File: config.mk
export PLATFORM = sky130hd
export DESIGN_NAME = half_float_rgb_to_gamma_bgr8
export DESIGN_NICKNAME = d
export VERILOG_FILES = /design/src/hw/rtl/hfg_pkg.sv /design/src/hw/rtl/hfg_chan_enc.sv /design/src/hw/rtl/half_float_rgb_to_gamma_bgr8.sv
export SDC_FILE = /design/constraint.sdc
export NUM_CORES = 1
export LEC_CHECK = 0
export ABC_CLOCK_PERIOD_IN_PS = 25800
export BUFFER_PORTS_ARGS = -buffer_cell sky130_fd_sc_hd__clkbuf_2
export CAP_MARGIN = 20
export CELL_PAD_IN_SITES_DETAIL_PLACEMENT = 1
export CELL_PAD_IN_SITES_GLOBAL_PLACEMENT = 1
export CORE_MARGIN = 2
export CORE_UTILIZATION = 30
export CTS_BUF_LIST = sky130_fd_sc_hd__clkbuf_8
export DETAILED_ROUTE_END_ITERATION = 8
export GPL_TIMING_DRIVEN = 0
export PLACE_DENSITY = 0.64
export SETUP_SLACK_MARGIN = 0.3
export SLEW_MARGIN = 0
export SYNTH_ARGS = -nofsm -noshare
export SYNTH_HDL_FRONTEND = slang
export SYNTH_SLANG_ARGS = --single-unit
File: constraint.sdc
create_clock -name clk_i -period 25.8 [get_ports clk_i]
set_clock_uncertainty 0.15 [all_clocks]
set_input_delay 1.29 -clock clk_i [delete_from_list [all_inputs] [get_ports clk_i]]
set_output_delay 1.29 -clock clk_i [all_outputs]
set_load 0.02 [all_outputs]
File: src/hw/rtl/hfg_pkg.sv
// ----------------------------------------------------------------------------
// hfg_pkg
// Constants and the gamma threshold table for the half-float to BGR8 block.
// ----------------------------------------------------------------------------
package hfg_pkg;

  localparam int HalfW = 16;
  localparam int ByteW = 8;
  localparam int MagW  = 15;
  localparam int BigW  = 448;
  localparam int GammaNum = 22;
  localparam int GammaDen = 10;
  localparam int ByteMax  = 255;

  localparam logic [MagW-1:0] HalfInf = 15'h7C00;
  localparam logic [MagW-1:0] HalfOne = 15'h3C00;
  localparam logic [ByteW-1:0] ByteFull = 8'hFF;

  typedef logic [MagW-1:0] thr_tab_t [256];

  function automatic logic [BigW-1:0] big_pow(logic [BigW-1:0] base, int n);
    logic [BigW-1:0] acc;
    acc = BigW'(1);
    for (int i = 0; i < n; i++) begin
      acc = acc * base;
    end
    return acc;
  endfunction

  // Exact test (k/255)^2.2 <= x(h) for a positive finite half h.
  function automatic bit thr_ok(logic [BigW-1:0] k_pow, logic [BigW-1:0] full_pow,
                                logic [MagW-1:0] h);
    logic [4:0]      ex;
    logic [10:0]     mant;
    int              shift;
    logic [BigW-1:0] lhs;
    logic [BigW-1:0] rhs;
    ex = h[14:10];
    if (ex == 5'd0) begin
      mant  = {1'b0, h[9:0]};
      shift = 240;
    end else begin
      mant  = {1'b1, h[9:0]};
      shift = 10 * (25 - int'(ex));
    end
    lhs = k_pow << shift;
    rhs = full_pow * big_pow(BigW'(mant), GammaDen);
    return (lhs <= rhs);
  endfunction

  // Entry k is the smallest half pattern whose code is at least k.
  function automatic thr_tab_t build_thr();
    thr_tab_t        tab;
    logic [BigW-1:0] full_pow;
    logic [BigW-1:0] k_pow;
    int              lo;
    int              hi;
    int              mid;
    full_pow = big_pow(BigW'(ByteMax), GammaNum);
    tab[0] = '0;
    for (int k = 1; k < 256; k++) begin
      k_pow = big_pow(BigW'(k), GammaNum);
      lo = 1;
      hi = int'(HalfOne);
      for (int it = 0; it < 16; it++) begin
        if (lo < hi) begin
          mid = (lo + hi) >> 1;
          if (thr_ok(k_pow, full_pow, MagW'(mid))) begin
            hi = mid;
          end else begin
            lo = mid + 1;
          end
        end
      end
      tab[k] = MagW'(lo);
    end
    return tab;
  endfunction

  localparam thr_tab_t ThrTab = build_thr();

endpackage

File: src/hw/rtl/hfg_chan_enc.sv
// ----------------------------------------------------------------------------
// hfg_chan_enc
// Encodes one half-float channel into a gamma 2.2 byte.
// ----------------------------------------------------------------------------
module hfg_chan_enc (
  input  logic [hfg_pkg::HalfW-1:0] half_i,
  output logic [hfg_pkg::ByteW-1:0] byte_o
);

  logic [hfg_pkg::MagW-1:0] mag;

  assign mag = half_i[hfg_pkg::MagW-1:0];

  // The thresholds rise with the code, so an eight-step search over the
  // constant table finds the largest code whose threshold is reached.
  always_comb begin
    logic [hfg_pkg::ByteW-1:0] lo;
    logic [hfg_pkg::ByteW-1:0] cand;
    lo   = '0;
    cand = '0;
    for (int b = hfg_pkg::ByteW - 1; b >= 0; b--) begin
      cand = lo | (8'd1 << b);
      if (hfg_pkg::ThrTab[cand] <= mag) begin
        lo = cand;
      end
    end
    if (half_i[hfg_pkg::HalfW-1]) begin
      byte_o = '0;
    end else if (mag > hfg_pkg::HalfInf) begin
      byte_o = '0;
    end else if (mag >= hfg_pkg::HalfOne) begin
      byte_o = hfg_pkg::ByteFull;
    end else begin
      byte_o = lo;
    end
  end

endmodule

File: src/hw/rtl/half_float_rgb_to_gamma_bgr8.sv
// ----------------------------------------------------------------------------
// half_float_rgb_to_gamma_bgr8
// Converts one half-float RGB pixel per clock into gamma-encoded BGR bytes.
// ----------------------------------------------------------------------------
// Usage:
//   A pixel beat is taken at a rising edge with start high and busy low.
//   busy stays low, so a new pixel can be given on every clock.
//   Each channel is an IEEE binary16 pattern. Negatives and NaN encode to 0,
//   values of one and above (and +infinity) to 255, all others to
//   floor(255 * x^(1/2.2)).
//   The pixel is registered at the input edge, encoded by a constant
//   threshold search per channel, and registered again at the next edge.
//   The result beat is then on the outputs for one cycle, marked by done_o,
//   and the receiver takes it while done_o is high.
//   Throughput is one pixel per cycle; each pixel passes through the
//   input and result registers.
//   The receiver cannot stall; it must take every result beat.
//   Reset clears both valid flags, so no result appears after reset until a
//   new pixel is accepted.
// ----------------------------------------------------------------------------
module half_float_rgb_to_gamma_bgr8 (
  input  logic                      clk_i,
  input  logic                      rst_ni,
  input  logic                      start,
  output logic                      busy,
  input  logic [hfg_pkg::HalfW-1:0] red_half_i,
  input  logic [hfg_pkg::HalfW-1:0] green_half_i,
  input  logic [hfg_pkg::HalfW-1:0] blue_half_i,
  output logic                      done_o,
  output logic [hfg_pkg::ByteW-1:0] blue_byte_o,
  output logic [hfg_pkg::ByteW-1:0] green_byte_o,
  output logic [hfg_pkg::ByteW-1:0] red_byte_o
);

  logic                      in_valid_q;
  logic                      in_valid_d;
  logic [hfg_pkg::HalfW-1:0] red_q;
  logic [hfg_pkg::HalfW-1:0] green_q;
  logic [hfg_pkg::HalfW-1:0] blue_q;
  logic                      done_q;
  logic [hfg_pkg::ByteW-1:0] red_enc;
  logic [hfg_pkg::ByteW-1:0] green_enc;
  logic [hfg_pkg::ByteW-1:0] blue_enc;
  logic [hfg_pkg::ByteW-1:0] red_byte_q;
  logic [hfg_pkg::ByteW-1:0] green_byte_q;
  logic [hfg_pkg::ByteW-1:0] blue_byte_q;

  assign busy       = 1'b0;
  assign in_valid_d = start && !busy;

  always_ff @(posedge clk_i or negedge rst_ni) begin
    if (!rst_ni) begin
      in_valid_q <= 1'b0;
      done_q     <= 1'b0;
    end else begin
      in_valid_q <= in_valid_d;
      done_q     <= in_valid_q;
    end
  end

  always_ff @(posedge clk_i) begin
    if (in_valid_d) begin
      red_q   <= red_half_i;
      green_q <= green_half_i;
      blue_q  <= blue_half_i;
    end
    if (in_valid_q) begin
      red_byte_q   <= red_enc;
      green_byte_q <= green_enc;
      blue_byte_q  <= blue_enc;
    end
  end

  hfg_chan_enc u_enc_red (
    .half_i (red_q),
    .byte_o (red_enc)
  );

  hfg_chan_enc u_enc_green (
    .half_i (green_q),
    .byte_o (green_enc)
  );

  hfg_chan_enc u_enc_blue (
    .half_i (blue_q),
    .byte_o (blue_enc)
  );

  assign done_o       = done_q;
  assign red_byte_o   = red_byte_q;
  assign green_byte_o = green_byte_q;
  assign blue_byte_o  = blue_byte_q;

endmodule

==> results_dict.tcl <==
set metrics [dict create \
    cp-startpoint "blue_q[7]" \
    grt_pass1_wl_um 201900 \
    initial_core_util 0.3018 \
    crit_path_max_fanout 16 \
    drive_gt1_frac 0.1082 \
    timing.rr.start "blue_q[7]" \
    die_w_um 269.0 \
    syn_area_um2 21060 \
    regToRegEndpoint "blue_byte_o[0]" \
    slew_headroom 0.02582 \
    core_um2 69790 \
    grt_overflow 0 \
    routed_via_density 7.010 \
    cp_num_buf_inv 26 \
    ir_drop_mv 0.02496 \
    setup_tns_ns 0 \
    drc 0 \
    end_kind "flip-flop" \
    cts_tree "built" \
    wl_per_cell_um 35.18 \
    syn_inst 2984 \
    numClockSinks 74 \
    maxCapViolations 0 \
    htree_levels 3 \
    yosys_warnings 0 \
    rows 97 \
    synth_area_per_cell_um2 7.059 \
    ys_seq_area_frac 0.1050 \
    routabilityCongestion 1.087 \
    grt_max_degree 35 \
    worst-r2r-cell-count 94 \
    hold_violations 0 \
    tightestPinTransition_ns 1.443 \
    ios 77 \
    setup_viol 0 \
    cp_slowest_stage_delay_ns 0.73 \
    period_share 0.9679 \
    synth-edff-count 72 \
    die_y_um 269.0 \
    io_buffers 75 \
    cts_made_buffers 9 \
    ant_nets 0 \
    cpLargestDelayFamily "compound AO/OA/AOI/OAI gates" \
    critical_path_class "reg2reg" \
    final-max-slew-violation-count 0 \
    grt_pass1_vias 27780 \
    clk_latency_ns 0.48 \
    via_count 28300 \
    rrSetupSlack_ns 0.83 \
    cellPowerDensity_nw_per_um2 79.60 \
    ys_ff_latch 74 \
    crit_top_cell "ha_1" \
    fmax_ghz 0.04004 \
    critPathSlowestCell "a2111oi_0" \
    die_area_um2 72340 \
    hp-class "in2async" \
    antenna_found_initial 2 \
    yosys_most_used_dff "edfxtp_1" \
    hpwl_um 105000 \
    crit_arrival_ns 25.05 \
    run_status "finished clean" \
    cts_root_buffer "clkbuf_8" \
    cp.required_ns 25.88 \
    rsz0062_at_grt "false" \
    async_reset_ff_frac 0.02703 \
    synthToLayoutAreaGrowth_pct 10.32 \
    critPathLaunchType "flip-flop" \
    firstDrtPassIters 6 \
    synthesis.nets 3401 \
    nets 3508 \
    power.total_uw 1850 \
    fin_crit_ns 24.97 \
    power.leakage_uw 0.009212 \
    crit_end "blue_byte_o[0]" \
    cts.path.max_buffers 2 \
    clk_pin_slew_ns 0.13 \
    synth_cell_type_count 102 \
    cp.depth 94 \
    drt_iter0_markers 4133 \
    hold_buffers 0 \
    track_usage 0.3823 \
    wirelength_um 142000 \
]
state kept, by name (all words and copies together) (netlist names):
signal and flops:
blue_byte_o 8, green_byte_o 8, blue_q 16, green_q 16, done_o 1, red_q 16, red_byte_o 8, in_valid_q 1
power by group:
group          switching [µW]  internal (µW)
Combinational            1120            465
Sequential               12.8            145
Clock                    69.1           34.8
Total                    1210            644
worst reg2reg max path, delay by kind of cell, from the launching register on:
kind	cells	cell delay (ns)
fa+ha+maj	13	3.29
compound gates	34	8.36
simple gates	21	4.22
flops	1	0.51
buf+inv	26	8.16
cell usage after synthesis (11+ instances only):
cell | n | area share
o311ai_0 | 30 | 0.012
and3_1 | 15 | 0.0045
a21o_1 | 25 | 0.0089
o22ai_1 | 47 | 0.014
o221ai_1 | 21 | 0.0087
ha_1 | 366 | 0.22
nand4_1 | 40 | 0.012
nand3_1 | 93 | 0.022
nand3b_1 | 23 | 0.0082
inv_2 | 11 | 0.0020
a221oi_1 | 23 | 0.0096
nand2_1 | 304 | 0.054
o211ai_1 | 63 | 0.022
buf_4 | 13 | 0.0046
a22o_1 | 11 | 0.0046
buf_2 | 85 | 0.020
a311oi_1 | 34 | 0.014
o31ai_1 | 35 | 0.012
o21a_1 | 28 | 0.010
a21oi_1 | 327 | 0.078
nor4_1 | 19 | 0.0056
and2_1 | 16 | 0.0048
o21ai_0 | 254 | 0.060
nor2_1 | 282 | 0.050
inv_1 | 72 | 0.013
nand2b_1 | 16 | 0.0048
clkbuf_1 | 106 | 0.019
o2111ai_1 | 16 | 0.0067
a31oi_1 | 54 | 0.016
edfxtp_1 | 72 | 0.10
nor3_1 | 79 | 0.019
a32oi_1 | 15 | 0.0062
buf_1 | 37 | 0.0066
or3_1 | 13 | 0.0039
a211oi_1 | 81 | 0.029
a221o_1 | 18 | 0.0086
layout by cell type, fill, tap and decap left out, types with 12 or more instances in the layout:
| cell | count |
|---|---|
| buf_2 | 83 |
| a21oi_1 | 325 |
| a32oi_1 | 15 |
| a21o_1 | 25 |
| a221o_1 | 18 |
| buf_1 | 23 |
| nand2b_1 | 16 |
| nand4_1 | 40 |
| clkbuf_1 | 74 |
| ha_1 | 366 |
| a211oi_1 | 80 |
| o221ai_1 | 21 |
| and3_1 | 15 |
| o211ai_1 | 63 |
| buf_4 | 21 |
| nor2_1 | 280 |
| clkbuf_2 | 105 |
| nor3_1 | 77 |
| o21ai_1 | 12 |
| o21ai_0 | 249 |
| nand2_1 | 304 |
| and2_1 | 16 |
| a311oi_1 | 34 |
| nand3_1 | 93 |
| a221oi_1 | 23 |
| inv_1 | 72 |
| o311ai_0 | 30 |
| o31ai_1 | 35 |
| nor4_1 | 18 |
| nand3b_1 | 23 |
| or3_1 | 13 |
| o22ai_1 | 47 |
| a31oi_1 | 54 |
| edfxtp_1 | 72 |
| o21a_1 | 28 |
| clkbuf_4 | 14 |
| o2111ai_1 | 16 |
per-stage QoR:
stage | std cells | setup slack, ns | utilization | hold WS, ns | instance area (µm²)
2_1_floorplan | 2984 | 6.862 | - | 0.5260 | 21060
3_3_place_gp | 3999 | -3.171 | 0.3241 | 0.6380 | 22610
3_5_place_dp | 4012 | -1.605 | 0.3270 | 0.6562 | 22820
4_1_cts | 4028 | 0.1888 | 0.3307 | 0.4141 | 23080
5_1_grt | 4036 | 0.3354 | 0.3329 | 0.4296 | 23230
6_report | 4037 | 0.8277 | 0.3330 | 0.4340 | 23240
cell type report:
| cell class | count | area [µm²] |
|---|---|---|
| Fill cell | 8813 | 46550 |
| Timing Repair Buffer | 95 | 636.9 |
| Clock buffer | 9 | 123.9 |
| Inverter | 87 | 332.8 |
| Tap cell | 940 | 1176 |
| Clock inverter | 7 | 45.04 |
| Buffer | 250 | 1277 |
| Antenna cell | 1 | 2.502 |
| Sequential cell | 74 | 2213 |
| Multi-Input combinational cell | 2574 | 17430 |
kinds of logic (layout without fill, tap and decap cells):
kind of cell	count (synthesis)	in the layout	synth area share
buffers and inverters	337	448	0.07093
XOR/XNOR	9	9	0.003743
AO/OA/AOI/OAI	1217	1218	0.3785
AND/OR/NAND/NOR	968	968	0.2178
multiplexers	11	11	0.005940
other	1	2	0.0001780
flip-flops	74	74	0.1050
adder cells (fa/ha/maj)	367	367	0.2179
worst min path at each step:
stage / end / startpoint / cells past startpoint
finish: in_valid_q / rst_ni / 1
global route: in_valid_q / rst_ni / 1
CTS: in_valid_q / rst_ni / 1
detailed placement: red_byte_o[2] / red_q[15] / 2
global placement: red_byte_o[4] / red_q[15] / 2
floorplan: red_byte_o[7] / red_q[15] / 2
metal layers:
metal	vias up	routed length (µm)	track usage	part of all wire
met5	-	13	0	0.000092
met4	2	10850	0.2290	0.076
met3	682	16210	0.1058	0.11
met2	2191	59530	0.5821	0.42
met1	13710	55420	0.4791	0.39
li1	11720	-	-	-
what timing repair did:
item / in CTS / in global routing
resized for setup: 35 / 85
setup endpoints to repair: 3 / 3
pin swaps: 0 / 1
cloned: 0 / 1
buffers inserted: 0 / 5
Power figures use the tool's default switching activity.
